File: src/sv/fms_pkg.sv
package fms_pkg;

  localparam int COUNT_WIDTH = 32;
  localparam int TIME_WIDTH  = 32;
  // widened compare widths so config values never get truncated
  localparam int MAG_W  = COUNT_WIDTH + 16;
  localparam int ELAP_W = TIME_WIDTH + 32;

  typedef logic [COUNT_WIDTH-1:0] count_t;
  typedef logic [TIME_WIDTH-1:0]  tstamp_t;

  typedef enum logic [1:0] {
    REQ_UPDATE  = 2'd0,
    REQ_ENABLE  = 2'd1,
    REQ_DISABLE = 2'd2
  } req_t;

  typedef enum logic [2:0] {
    MODE_DISABLED   = 3'd0,
    MODE_IDLE       = 3'd1,
    MODE_EXTRUDING  = 3'd2,
    MODE_RETRACTING = 3'd3,
    MODE_STALLED    = 3'd4
  } mode_t;

  typedef enum logic [2:0] {
    EVT_NONE    = 3'd0,
    EVT_STALL   = 3'd1,
    EVT_IDLE    = 3'd2,
    EVT_EXTRUDE = 3'd3,
    EVT_RETRACT = 3'd4
  } evt_t;

  typedef enum logic [1:0] {
    DIR_NONE    = 2'd0,
    DIR_EXTRUDE = 2'd1,
    DIR_RETRACT = 2'd2
  } dir_t;

  typedef enum logic [2:0] {
    CFG_REVERSE_DIRECTION = 3'd0,
    CFG_TICK_TOLERANCE    = 3'd1,
    CFG_STALL_TIMEOUT_MS  = 3'd2,
    CFG_STALL_REPEAT_MS   = 3'd3,
    CFG_IDLE_TIMEOUT_MS   = 3'd4,
    CFG_ENABLE_INPUT_USED = 3'd5,
    CFG_ENABLED_LEVEL     = 3'd6,
    CFG_STALLED_LEVEL     = 3'd7
  } cfg_idx_t;

  typedef struct packed {
    logic        reverse_direction;
    logic [15:0] tick_tolerance;
    logic [31:0] stall_timeout_ms;
    logic [30:0] stall_repeat_ms;
    logic [31:0] idle_timeout_ms;
    logic        enable_input_used;
    logic        enabled_level;
    logic        stalled_level;
  } cfg_t;

  typedef struct packed {
    mode_t   mode;
    dir_t    last_dir;
    count_t  last_count;
    count_t  zero_base;
    tstamp_t last_motion_ms;
    tstamp_t last_stall_ms;
    logic    stall_asserted;
  } state_t;

  typedef struct packed {
    logic [1:0]         req_type;
    logic [31:0]        now_ms;
    logic signed [31:0] raw_count;
    logic               enable_pin_level;
  } in_item_t;

  typedef struct packed {
    mode_t              mode_code;
    evt_t               event_code;
    logic               direction_changed;
    logic signed [31:0] reported_count;
    logic               stall_pin_level;
  } out_item_t;

endpackage

File: src/sv/fms_if.sv
interface fms_in_if import fms_pkg::*; ();
  logic               valid;
  logic               ready;
  logic [1:0]         req_type;
  logic [31:0]        now_ms;
  logic signed [31:0] raw_count;
  logic               enable_pin_level;

  modport source (output valid, req_type, now_ms, raw_count, enable_pin_level,
                  input ready);
  modport sink (input valid, req_type, now_ms, raw_count, enable_pin_level,
                output ready);
endinterface

interface fms_out_if import fms_pkg::*; ();
  logic               valid;
  logic               ready;
  logic [2:0]         mode_code;
  logic [2:0]         event_code;
  logic               direction_changed;
  logic signed [31:0] reported_count;
  logic               stall_pin_level;

  modport source (output valid, mode_code, event_code, direction_changed,
                  reported_count, stall_pin_level, input ready);
  modport sink (input valid, mode_code, event_code, direction_changed,
                reported_count, stall_pin_level, output ready);
endinterface

File: src/sv/fms_step.sv
module fms_step import fms_pkg::*; (
  input  cfg_t      cfg,
  input  state_t    cur,
  input  in_item_t  item,
  output state_t    nxt,
  output out_item_t res
);

  count_t  raw_c;
  count_t  rel_c;
  count_t  diff_c;
  count_t  mag_c;
  logic    neg;
  tstamp_t now_t;
  tstamp_t motion_t;
  mode_t   mode_v;
  logic    pin_blocks;
  logic    within_tol;
  logic    past_stall;
  logic    past_idle;
  logic    past_repeat;
  evt_t    evt_v;
  logic    changed_v;
  count_t  report_c;

  always_comb begin
    raw_c       = count_t'(item.raw_count);
    now_t       = tstamp_t'(item.now_ms);
    pin_blocks  = cfg.enable_input_used && (item.enable_pin_level != cfg.enabled_level);

    rel_c = raw_c - cur.zero_base;
    if (cfg.reverse_direction) begin
      rel_c = count_t'(0) - rel_c;
    end
    diff_c     = rel_c - cur.last_count;
    neg        = diff_c[COUNT_WIDTH-1];
    mag_c      = neg ? (count_t'(0) - diff_c) : diff_c;
    within_tol = MAG_W'(mag_c) <= MAG_W'(cfg.tick_tolerance);

    nxt       = cur;
    evt_v     = EVT_NONE;
    changed_v = 1'b0;
    report_c  = '0;
    mode_v    = cur.mode;
    motion_t  = cur.last_motion_ms;
    if (mode_v == MODE_DISABLED && cfg.enable_input_used &&
        item.enable_pin_level == cfg.enabled_level) begin
      motion_t = now_t;
      mode_v   = MODE_IDLE;
    end
    past_stall  = ELAP_W'(tstamp_t'(now_t - motion_t)) > ELAP_W'(cfg.stall_timeout_ms);
    past_idle   = ELAP_W'(tstamp_t'(now_t - motion_t)) > ELAP_W'(cfg.idle_timeout_ms);
    past_repeat = (cfg.stall_repeat_ms != '0) &&
                  (ELAP_W'(tstamp_t'(now_t - cur.last_stall_ms)) >
                   ELAP_W'(cfg.stall_repeat_ms));

    case (req_t'(item.req_type))
      REQ_ENABLE: begin
        if (pin_blocks) begin
          nxt.mode           = MODE_DISABLED;
          nxt.stall_asserted = 1'b0;
        end else begin
          nxt.mode           = MODE_IDLE;
          nxt.last_motion_ms = now_t;
        end
      end
      REQ_DISABLE: begin
        nxt.mode           = MODE_DISABLED;
        nxt.stall_asserted = 1'b0;
      end
      REQ_UPDATE: begin
        if (mode_v == MODE_DISABLED || pin_blocks) begin
          mode_v = MODE_DISABLED;
        end else if (past_stall) begin
          if (mode_v != MODE_STALLED || past_repeat) begin
            mode_v             = MODE_STALLED;
            nxt.stall_asserted = 1'b1;
            nxt.last_stall_ms  = now_t;
            evt_v              = EVT_STALL;
          end
        end else if (mode_v != MODE_IDLE && within_tol && past_idle) begin
          mode_v = MODE_IDLE;
          evt_v  = EVT_IDLE;
        end else if (!within_tol) begin
          mode_v   = neg ? MODE_RETRACTING : MODE_EXTRUDING;
          motion_t = now_t;
          // reversal: re-zero relative count at the raw position
          if (cur.last_dir == (neg ? DIR_EXTRUDE : DIR_RETRACT)) begin
            nxt.zero_base = raw_c;
            rel_c         = '0;
            changed_v     = 1'b1;
          end
          nxt.last_dir   = neg ? DIR_RETRACT : DIR_EXTRUDE;
          nxt.last_count = rel_c;
          evt_v          = neg ? EVT_RETRACT : EVT_EXTRUDE;
          report_c       = rel_c;
        end
        nxt.mode           = mode_v;
        nxt.last_motion_ms = motion_t;
      end
      default: begin
      end
    endcase

    res.mode_code         = nxt.mode;
    res.event_code        = evt_v;
    res.direction_changed = changed_v;
    res.reported_count    = 32'($signed(report_c));
    res.stall_pin_level   = nxt.stall_asserted ? cfg.stalled_level : ~cfg.stalled_level;
  end

endmodule

File: src/sv/filament_motion_stall_monitor.sv
// Channel   Dir  Handshake        Payload
// in_ch     in   valid/ready      req_type, now_ms, raw_count, enable_pin_level
// out_ch    out  valid/ready      mode_code, event_code, direction_changed,
//                                 reported_count, stall_pin_level
// cfg       in   cfg_we           cfg_index, cfg_wdata
//
// One transaction per cycle sustained while out_ch.ready stays high; each
// result reaches out_ch through the input register, then the result register.
// State update and result are computed in one pass from the input register.
// Synchronous active-low reset clears mode and history and loads the default
// configuration.
// A stalled output holds the result register; the input register fills
// behind it, and in_ch.ready drops only when both are occupied.
module filament_motion_stall_monitor import fms_pkg::*; (
  input  logic         clk,
  input  logic         rst_n,
  fms_in_if.sink       in_ch,
  fms_out_if.source    out_ch,
  input  logic         cfg_we,
  input  logic [2:0]   cfg_index,
  input  logic [31:0]  cfg_wdata
);

  cfg_t      cfg_r;
  state_t    state_r;
  state_t    state_nxt;
  in_item_t  s1_item_r;
  logic      s1_valid_r;
  out_item_t out_item_r;
  out_item_t out_item_nxt;
  logic      out_valid_r;
  logic      adv;
  logic      in_fire;

  assign adv         = s1_valid_r && (!out_valid_r || out_ch.ready);
  assign in_ch.ready = !s1_valid_r || adv;
  assign in_fire     = in_ch.valid && in_ch.ready;

  fms_step u_step (
    .cfg  (cfg_r),
    .cur  (state_r),
    .item (s1_item_r),
    .nxt  (state_nxt),
    .res  (out_item_nxt)
  );

  always_ff @(posedge clk) begin
    if (!rst_n) begin
      s1_valid_r  <= 1'b0;
      out_valid_r <= 1'b0;
      state_r     <= '{mode: MODE_DISABLED, last_dir: DIR_NONE, default: '0};
      cfg_r       <= '{tick_tolerance: 16'd2, stall_timeout_ms: 32'd5000,
                       idle_timeout_ms: 32'd1000, stalled_level: 1'b1, default: '0};
    end else begin
      if (in_fire) begin
        s1_valid_r <= 1'b1;
      end else if (adv) begin
        s1_valid_r <= 1'b0;
      end
      if (adv) begin
        out_valid_r <= 1'b1;
        state_r     <= state_nxt;
      end else if (out_ch.ready) begin
        out_valid_r <= 1'b0;
      end
      if (cfg_we) begin
        case (cfg_idx_t'(cfg_index))
          CFG_REVERSE_DIRECTION: cfg_r.reverse_direction <= cfg_wdata[0];
          CFG_TICK_TOLERANCE:    cfg_r.tick_tolerance    <= cfg_wdata[15:0];
          CFG_STALL_TIMEOUT_MS:  cfg_r.stall_timeout_ms  <= cfg_wdata;
          CFG_STALL_REPEAT_MS:   cfg_r.stall_repeat_ms   <= cfg_wdata[30:0];
          CFG_IDLE_TIMEOUT_MS:   cfg_r.idle_timeout_ms   <= cfg_wdata;
          CFG_ENABLE_INPUT_USED: cfg_r.enable_input_used <= cfg_wdata[0];
          CFG_ENABLED_LEVEL:     cfg_r.enabled_level     <= cfg_wdata[0];
          CFG_STALLED_LEVEL:     cfg_r.stalled_level     <= cfg_wdata[0];
          default: begin
          end
        endcase
      end
    end
  end

  // payload registers
  always_ff @(posedge clk) begin
    if (in_fire) begin
      s1_item_r <= '{req_type: in_ch.req_type, now_ms: in_ch.now_ms,
                     raw_count: in_ch.raw_count,
                     enable_pin_level: in_ch.enable_pin_level};
    end
    if (adv) begin
      out_item_r <= out_item_nxt;
    end
  end

  assign out_ch.valid             = out_valid_r;
  assign out_ch.mode_code         = out_item_r.mode_code;
  assign out_ch.event_code        = out_item_r.event_code;
  assign out_ch.direction_changed = out_item_r.direction_changed;
  assign out_ch.reported_count    = out_item_r.reported_count;
  assign out_ch.stall_pin_level   = out_item_r.stall_pin_level;

  a_stall_evt : assert property (@(posedge clk) disable iff (!rst_n)
    out_valid_r && out_item_r.event_code == EVT_STALL |->
      out_item_r.mode_code == MODE_STALLED &&
      out_item_r.stall_pin_level == cfg_r.stalled_level)
    else $error("stall event without stalled mode or asserted pin");

  a_rezero : assert property (@(posedge clk) disable iff (!rst_n)
    out_valid_r && out_item_r.direction_changed |->
      out_item_r.reported_count == '0 &&
      (out_item_r.event_code == EVT_EXTRUDE || out_item_r.event_code == EVT_RETRACT))
    else $error("direction change without re-zeroed motion event");

  a_s1_hold : assert property (@(posedge clk) disable iff (!rst_n)
    s1_valid_r && !adv |=> s1_valid_r && $stable(s1_item_r))
    else $error("input register lost a waiting transaction");

  a_mode_sync : assert property (@(posedge clk) disable iff (!rst_n)
    adv |=> out_valid_r && out_item_r.mode_code == state_r.mode)
    else $error("result mode differs from stored mode");

endmodule

File: src/flat_wrapper.sv
// flat-port wrapper written by rule: the top's interface ports become plain ports
module filament_motion_stall_monitor_flat import fms_pkg::*;
  (clk, rst_n, cfg_we, cfg_index, cfg_wdata, in_ch_valid, in_ch_req_type, in_ch_now_ms, in_ch_raw_count, in_ch_enable_pin_level, in_ch_ready, out_ch_valid, out_ch_mode_code, out_ch_event_code, out_ch_direction_changed, out_ch_reported_count, out_ch_stall_pin_level, out_ch_ready);
  fms_in_if in_ch_i ();
  fms_out_if out_ch_i ();
  input  logic clk;
  input  logic rst_n;
  input  logic cfg_we;
  input  logic [2:0] cfg_index;
  input  logic [31:0] cfg_wdata;
  input wire logic [$bits(in_ch_i.valid)-1:0] in_ch_valid;
  input wire logic [$bits(in_ch_i.req_type)-1:0] in_ch_req_type;
  input wire logic [$bits(in_ch_i.now_ms)-1:0] in_ch_now_ms;
  input wire logic [$bits(in_ch_i.raw_count)-1:0] in_ch_raw_count;
  input wire logic [$bits(in_ch_i.enable_pin_level)-1:0] in_ch_enable_pin_level;
  output wire logic [$bits(in_ch_i.ready)-1:0] in_ch_ready;
  output wire logic [$bits(out_ch_i.valid)-1:0] out_ch_valid;
  output wire logic [$bits(out_ch_i.mode_code)-1:0] out_ch_mode_code;
  output wire logic [$bits(out_ch_i.event_code)-1:0] out_ch_event_code;
  output wire logic [$bits(out_ch_i.direction_changed)-1:0] out_ch_direction_changed;
  output wire logic [$bits(out_ch_i.reported_count)-1:0] out_ch_reported_count;
  output wire logic [$bits(out_ch_i.stall_pin_level)-1:0] out_ch_stall_pin_level;
  input wire logic [$bits(out_ch_i.ready)-1:0] out_ch_ready;
  assign in_ch_i.valid = in_ch_valid;
  assign in_ch_i.req_type = in_ch_req_type;
  assign in_ch_i.now_ms = in_ch_now_ms;
  assign in_ch_i.raw_count = in_ch_raw_count;
  assign in_ch_i.enable_pin_level = in_ch_enable_pin_level;
  assign in_ch_ready = in_ch_i.ready;
  assign out_ch_valid = out_ch_i.valid;
  assign out_ch_mode_code = out_ch_i.mode_code;
  assign out_ch_event_code = out_ch_i.event_code;
  assign out_ch_direction_changed = out_ch_i.direction_changed;
  assign out_ch_reported_count = out_ch_i.reported_count;
  assign out_ch_stall_pin_level = out_ch_i.stall_pin_level;
  assign out_ch_i.ready = out_ch_ready;
  filament_motion_stall_monitor u_core (.clk(clk), .rst_n(rst_n), .in_ch(in_ch_i), .out_ch(out_ch_i), .cfg_we(cfg_we), .cfg_index(cfg_index), .cfg_wdata(cfg_wdata));
endmodule
File: config.mk
export PLATFORM = sky130hd
export DESIGN_NAME = filament_motion_stall_monitor_flat
export DESIGN_NICKNAME = d
export VERILOG_FILES = /design/src/sv/fms_pkg.sv /design/src/sv/fms_if.sv /design/src/sv/fms_step.sv /design/src/sv/filament_motion_stall_monitor.sv /design/src/flat_wrapper.sv
export SDC_FILE = /design/constraint.sdc
export NUM_CORES = 1
export LEC_CHECK = 0
export BUFFER_PORTS_ARGS = -buffer_cell sky130_fd_sc_hd__buf_2
export CORE_MARGIN = 2
export CORE_UTILIZATION = 45
export CTS_CLUSTER_DIAMETER = 200
export DETAILED_ROUTE_END_ITERATION = 16
export PLACE_DENSITY = 0.72
export SYNTH_ARGS = -nofsm -noshare
export SYNTH_HDL_FRONTEND = slang
export SYNTH_SLANG_ARGS = --single-unit
File: constraint.sdc
create_clock -name clk -period 11.2 [get_ports clk]
set_input_delay 1.12 -clock clk [delete_from_list [all_inputs] [get_ports clk]]
set_output_delay 1.12 -clock clk [all_outputs]
set_load 0.005 [all_outputs]
==> metrics.log <==
INFO  metric stdcell_count = 3819
INFO  metric p_clk_frac = 0.371
INFO  metric routedWlPerCell = about 17 um
INFO  metric synthesis.area_per_instance = 8.29 sq um
INFO  metric slew_violations = 0
INFO  metric route.detailed.vias_per_inst = 5.60
INFO  metric netlist_instances = 2997
INFO  metric fin_total_pwr = 3.93 mW
INFO  metric top_level_ports = 149
INFO  metric vdd_ir_drop_max = 0.0962 mV
INFO  metric critical_path_s_slowest_cell = sky130_fd_sc_hd__o31ai_4
INFO  metric max_slew_margin = 0.190
INFO  metric power_switching_share = 0.320
INFO  metric clk_root_buffer_cell = sky130_fd_sc_hd__clkbuf_16
INFO  metric start_util = 0.453
INFO  metric setup_repair_after_global_routing_missed_its_margin = no
INFO  metric crit_path_max_incr_delay = 0.56 ns
INFO  metric comb_power_share = 0.271
INFO  metric first_pass_iters = 5
INFO  metric initial_antenna_violation_count = 0
INFO  metric most_instantiated_library_cell_after_synthesis = sky130_fd_sc_hd__nand2_1
INFO  metric maxClockFrequency = 0.0989 GHz
INFO  metric final.fill_count = between 5000 and 6000
INFO  metric grt_pass1_wl = around 100 mm
INFO  metric most_numerous_cell_types_in_the_synthesized_netlist = sky130_fd_sc_hd__nand2_1 (453), sky130_fd_sc_hd__inv_1 (261), sky130_fd_sc_hd__dfxtp_1 (251), sky130_fd_sc_hd__ha_1 (237), sky130_fd_sc_hd__a21oi_1 (236)
INFO  metric status = finished, final reports clean
INFO  metric cts-root-to-sink-buffers = 3
INFO  metric die-width = between 200 and 250 um
INFO  metric hp-class = flop to flop
INFO  metric hold_violations = 0
INFO  metric worstSetupStartpointType = flop
INFO  metric endpoint_kind = flop
INFO  metric clk-insertion-delay-late = 0.58 ns
INFO  metric pwr_density_cell = 142 mW/mm^2
INFO  metric detailroute.via_count = 21400
INFO  metric yosys_register_bits = 358
INFO  metric port-buffer-count = 148
INFO  metric fin_nets = 3428
INFO  metric setup_tns = 0 ns
INFO  metric fp-row-count = between 80 and 90
INFO  metric multiInputGateArea = 0.0152 sq mm
INFO  metric ys_seq_area_frac = 0.332
INFO  metric max_cap_viol_count = 0
INFO  metric area_growth_syn_to_layout = 11.1%
INFO  metric netlist-cell-type-count = 88
INFO  metric synthArstFlopShare = 0
INFO  metric seq_power_share = 0.357
INFO  metric drcViolationCount = 0
INFO  metric grt.total_usage = 0.225
INFO  metric timing.final.crit_period = between 10 and 15 ns
INFO  metric layout.core_utilization = 0.503
INFO  metric synth_edf_count = 107
INFO  metric regArea = 0.00824 sq mm
INFO  metric gp_routability_congestion = 0.927
INFO  metric total_detailed_routing_wirelength = around 65 mm
INFO  metric chipHeight = 239 um
INFO  metric layout-drive-gt1-share = 0.0909
INFO  metric synth_top_cell_area_share = 0.202
INFO  metric level_count_of_the_clock_h_tree = 2
INFO  metric syn-cell-area = 0.0248 sq mm
INFO  metric synth_ff_type = sky130_fd_sc_hd__dfxtp_1
INFO  metric timing_worst_slew_pin_value = 1.21 ns
INFO  metric synth.net_count = 3345
INFO  metric critPathRequiredTime = 11.70 ns
INFO  metric gr-total-overflow = 0
INFO  metric internal_power = around 2.7 mW
INFO  metric clock_skew = 0.0226 ns
INFO  metric cts_tree = yes
INFO  metric dp.final_hpwl = 49.1 mm
INFO  metric ys.warnings.count = 0
INFO  metric drtAntennaViolNets = 0
INFO  metric grt_pass1_vias = 19800
INFO  metric cells_after_dpl = approximately 3700
INFO  metric crit_arrival = 10.61 ns
INFO  metric worstSetupPathType = flop to flop
INFO  metric netSwitchingPower = between 1 and 1.5 mW
INFO  metric total_leakage_power = 10.6 nW
INFO  metric final_cycle_share = 0.902
INFO  metric synth_top_cells_by_area = sky130_fd_sc_hd__dfxtp_1 (20%), sky130_fd_sc_hd__edfxtp_1 (13%), sky130_fd_sc_hd__ha_1 (12%)
INFO  metric dr.first_iter.drc_count = 1690
INFO  metric clock-sinks = 358
INFO  metric crit_path_frequent_cell = sky130_fd_sc_hd__o21ai_0
INFO  metric clkSlewWorstSetupHoldPaths = 0.06 ns
INFO  metric die_outline_area = roughly 0.057 sq mm
INFO  metric coreArea = 0.0549 sq mm
INFO  metric post-synth-top-area-cell = sky130_fd_sc_hd__dfxtp_1
INFO  metric pin_count_of_the_biggest_net_entering_global_routing = 103
INFO  metric setup_viol = 0
INFO  metric number_of_buffers_created_by_cts = 42
INFO  metric critPathMaxFanout = 14
-- power groups by stage --
stage          clock (mW)  combinational [mW]  sequential [mW]
2_1_floorplan           0               0.777             1.42
5_1_grt              1.54                1.19             1.41
4_1_cts              1.49                1.05             1.40
3_5_place_dp            0                1.04             1.43
6_report             1.46                1.07             1.40
3_3_place_gp            0                1.03             1.43
-- sequential cells by signal, summed over array words and instances, names as in the netlist --
name / count
u_core.state_r: 134
u_core.cfg_r: 115
u_core.s1_item_r: 67
u_core.out_ch.reported_count: 32
u_core.out_ch.event_code: 3
u_core.out_ch.mode_code: 3
u_core.out_ch.direction_changed: 1
u_core.out_ch.stall_pin_level: 1
u_core.out_ch.valid: 1
u_core.s1_valid_r: 1
-- cell type report --
cell class                 count  share of cell area
timing repair buffer         163              0.0311
antenna                        1           0.0000906
clock inverter                27              0.0119
inverter                     262              0.0357
tap                          704              0.0319
sequential                   358               0.298
clock buffer                  51              0.0415
multi-input combinational   2253               0.549
-- repair_timing --
action / in CTS / in global routing
resized for setup: 0 / 1
endpoints found under the setup margin: 0 / 12
setup buffers: 0 / 0
hold buffers: 0 / 0
-- through the flow --
step	cell area (sq um)	hold WS, ns	worst slack (ns)
floorplan	24800	0.434	1.75
global placement	26100	0.441	1.22
detailed placement	26100	0.447	1.07
CTS	27600	0.455	0.992
global route	27600	0.466	0.121
finish	27600	0.453	1.09
-- metal layers --
layer	global-route usage	wire, um	vias to the layer above
met3	0.0379	4390	79
li1	-	-	10700
met2	0.342	27500	600
met4	0.0574	1370	0
met5	0	0	-
met1	0.329	31800	9948
-- critical path, delay by kind of cell (launching register included) --
family	cells	cell delay, ns
simple gates	6	1.04
compound gates	27	6.12
buf+inv	3	0.28
xor+xnor	4	0.92
fa+ha+maj	4	1.26
flops	1	0.40
-- path summary, 6_finish.rpt --
| check | start | end | slack [ns] | depth (start not counted) |
|---|---|---|---|---|
| setup reg to reg | u_core.s1_item_r[1] | u_core.state_r[53] | 1.09 | 44 |
| hold / removal | u_core.state_r[40] | u_core.state_r[40] | 0.45 | 2 |
| setup / recovery | u_core.s1_item_r[1] | u_core.state_r[53] | 1.09 | 44 |
| hold reg to reg | u_core.state_r[40] | u_core.state_r[40] | 0.45 | 2 |
-- logic make-up after synthesis --
kind of cell / synth area share
AND/OR/NAND/NOR: 0.192
AO/OA/AOI/OAI: 0.183
buffers and inverters: 0.0605
flip-flops: 0.332
adder cells (fa/ha/maj): 0.123
multiplexers: 0.0616
XOR/XNOR: 0.0483
-- layout by cell type, fill, tap and decap left out, types with 17 or more instances in the layout --
cell type / instances
sky130_fd_sc_hd__nand2_1: 453
sky130_fd_sc_hd__inv_1: 260
sky130_fd_sc_hd__dfxtp_1: 251
sky130_fd_sc_hd__ha_1: 237
sky130_fd_sc_hd__a21oi_1: 234
sky130_fd_sc_hd__nor2_1: 177
sky130_fd_sc_hd__mux2i_1: 153
sky130_fd_sc_hd__buf_2: 147
sky130_fd_sc_hd__edfxtp_1: 107
sky130_fd_sc_hd__o21ai_0: 106
sky130_fd_sc_hd__xnor2_1: 102
sky130_fd_sc_hd__nand3_1: 73
sky130_fd_sc_hd__a21o_1: 64
sky130_fd_sc_hd__and3_1: 53
sky130_fd_sc_hd__o21a_1: 47
sky130_fd_sc_hd__clkbuf_16: 43
sky130_fd_sc_hd__nand4_1: 42
sky130_fd_sc_hd__nand2b_1: 39
sky130_fd_sc_hd__a31oi_1: 38
sky130_fd_sc_hd__nor2b_1: 37
sky130_fd_sc_hd__nor3_1: 36
sky130_fd_sc_hd__xor2_1: 34
sky130_fd_sc_hd__a211oi_1: 29
sky130_fd_sc_hd__o211ai_1: 25
sky130_fd_sc_hd__and2_1: 20
sky130_fd_sc_hd__or3_1: 20
sky130_fd_sc_hd__nor4_1: 17
(Power assumes the default switching activity.)
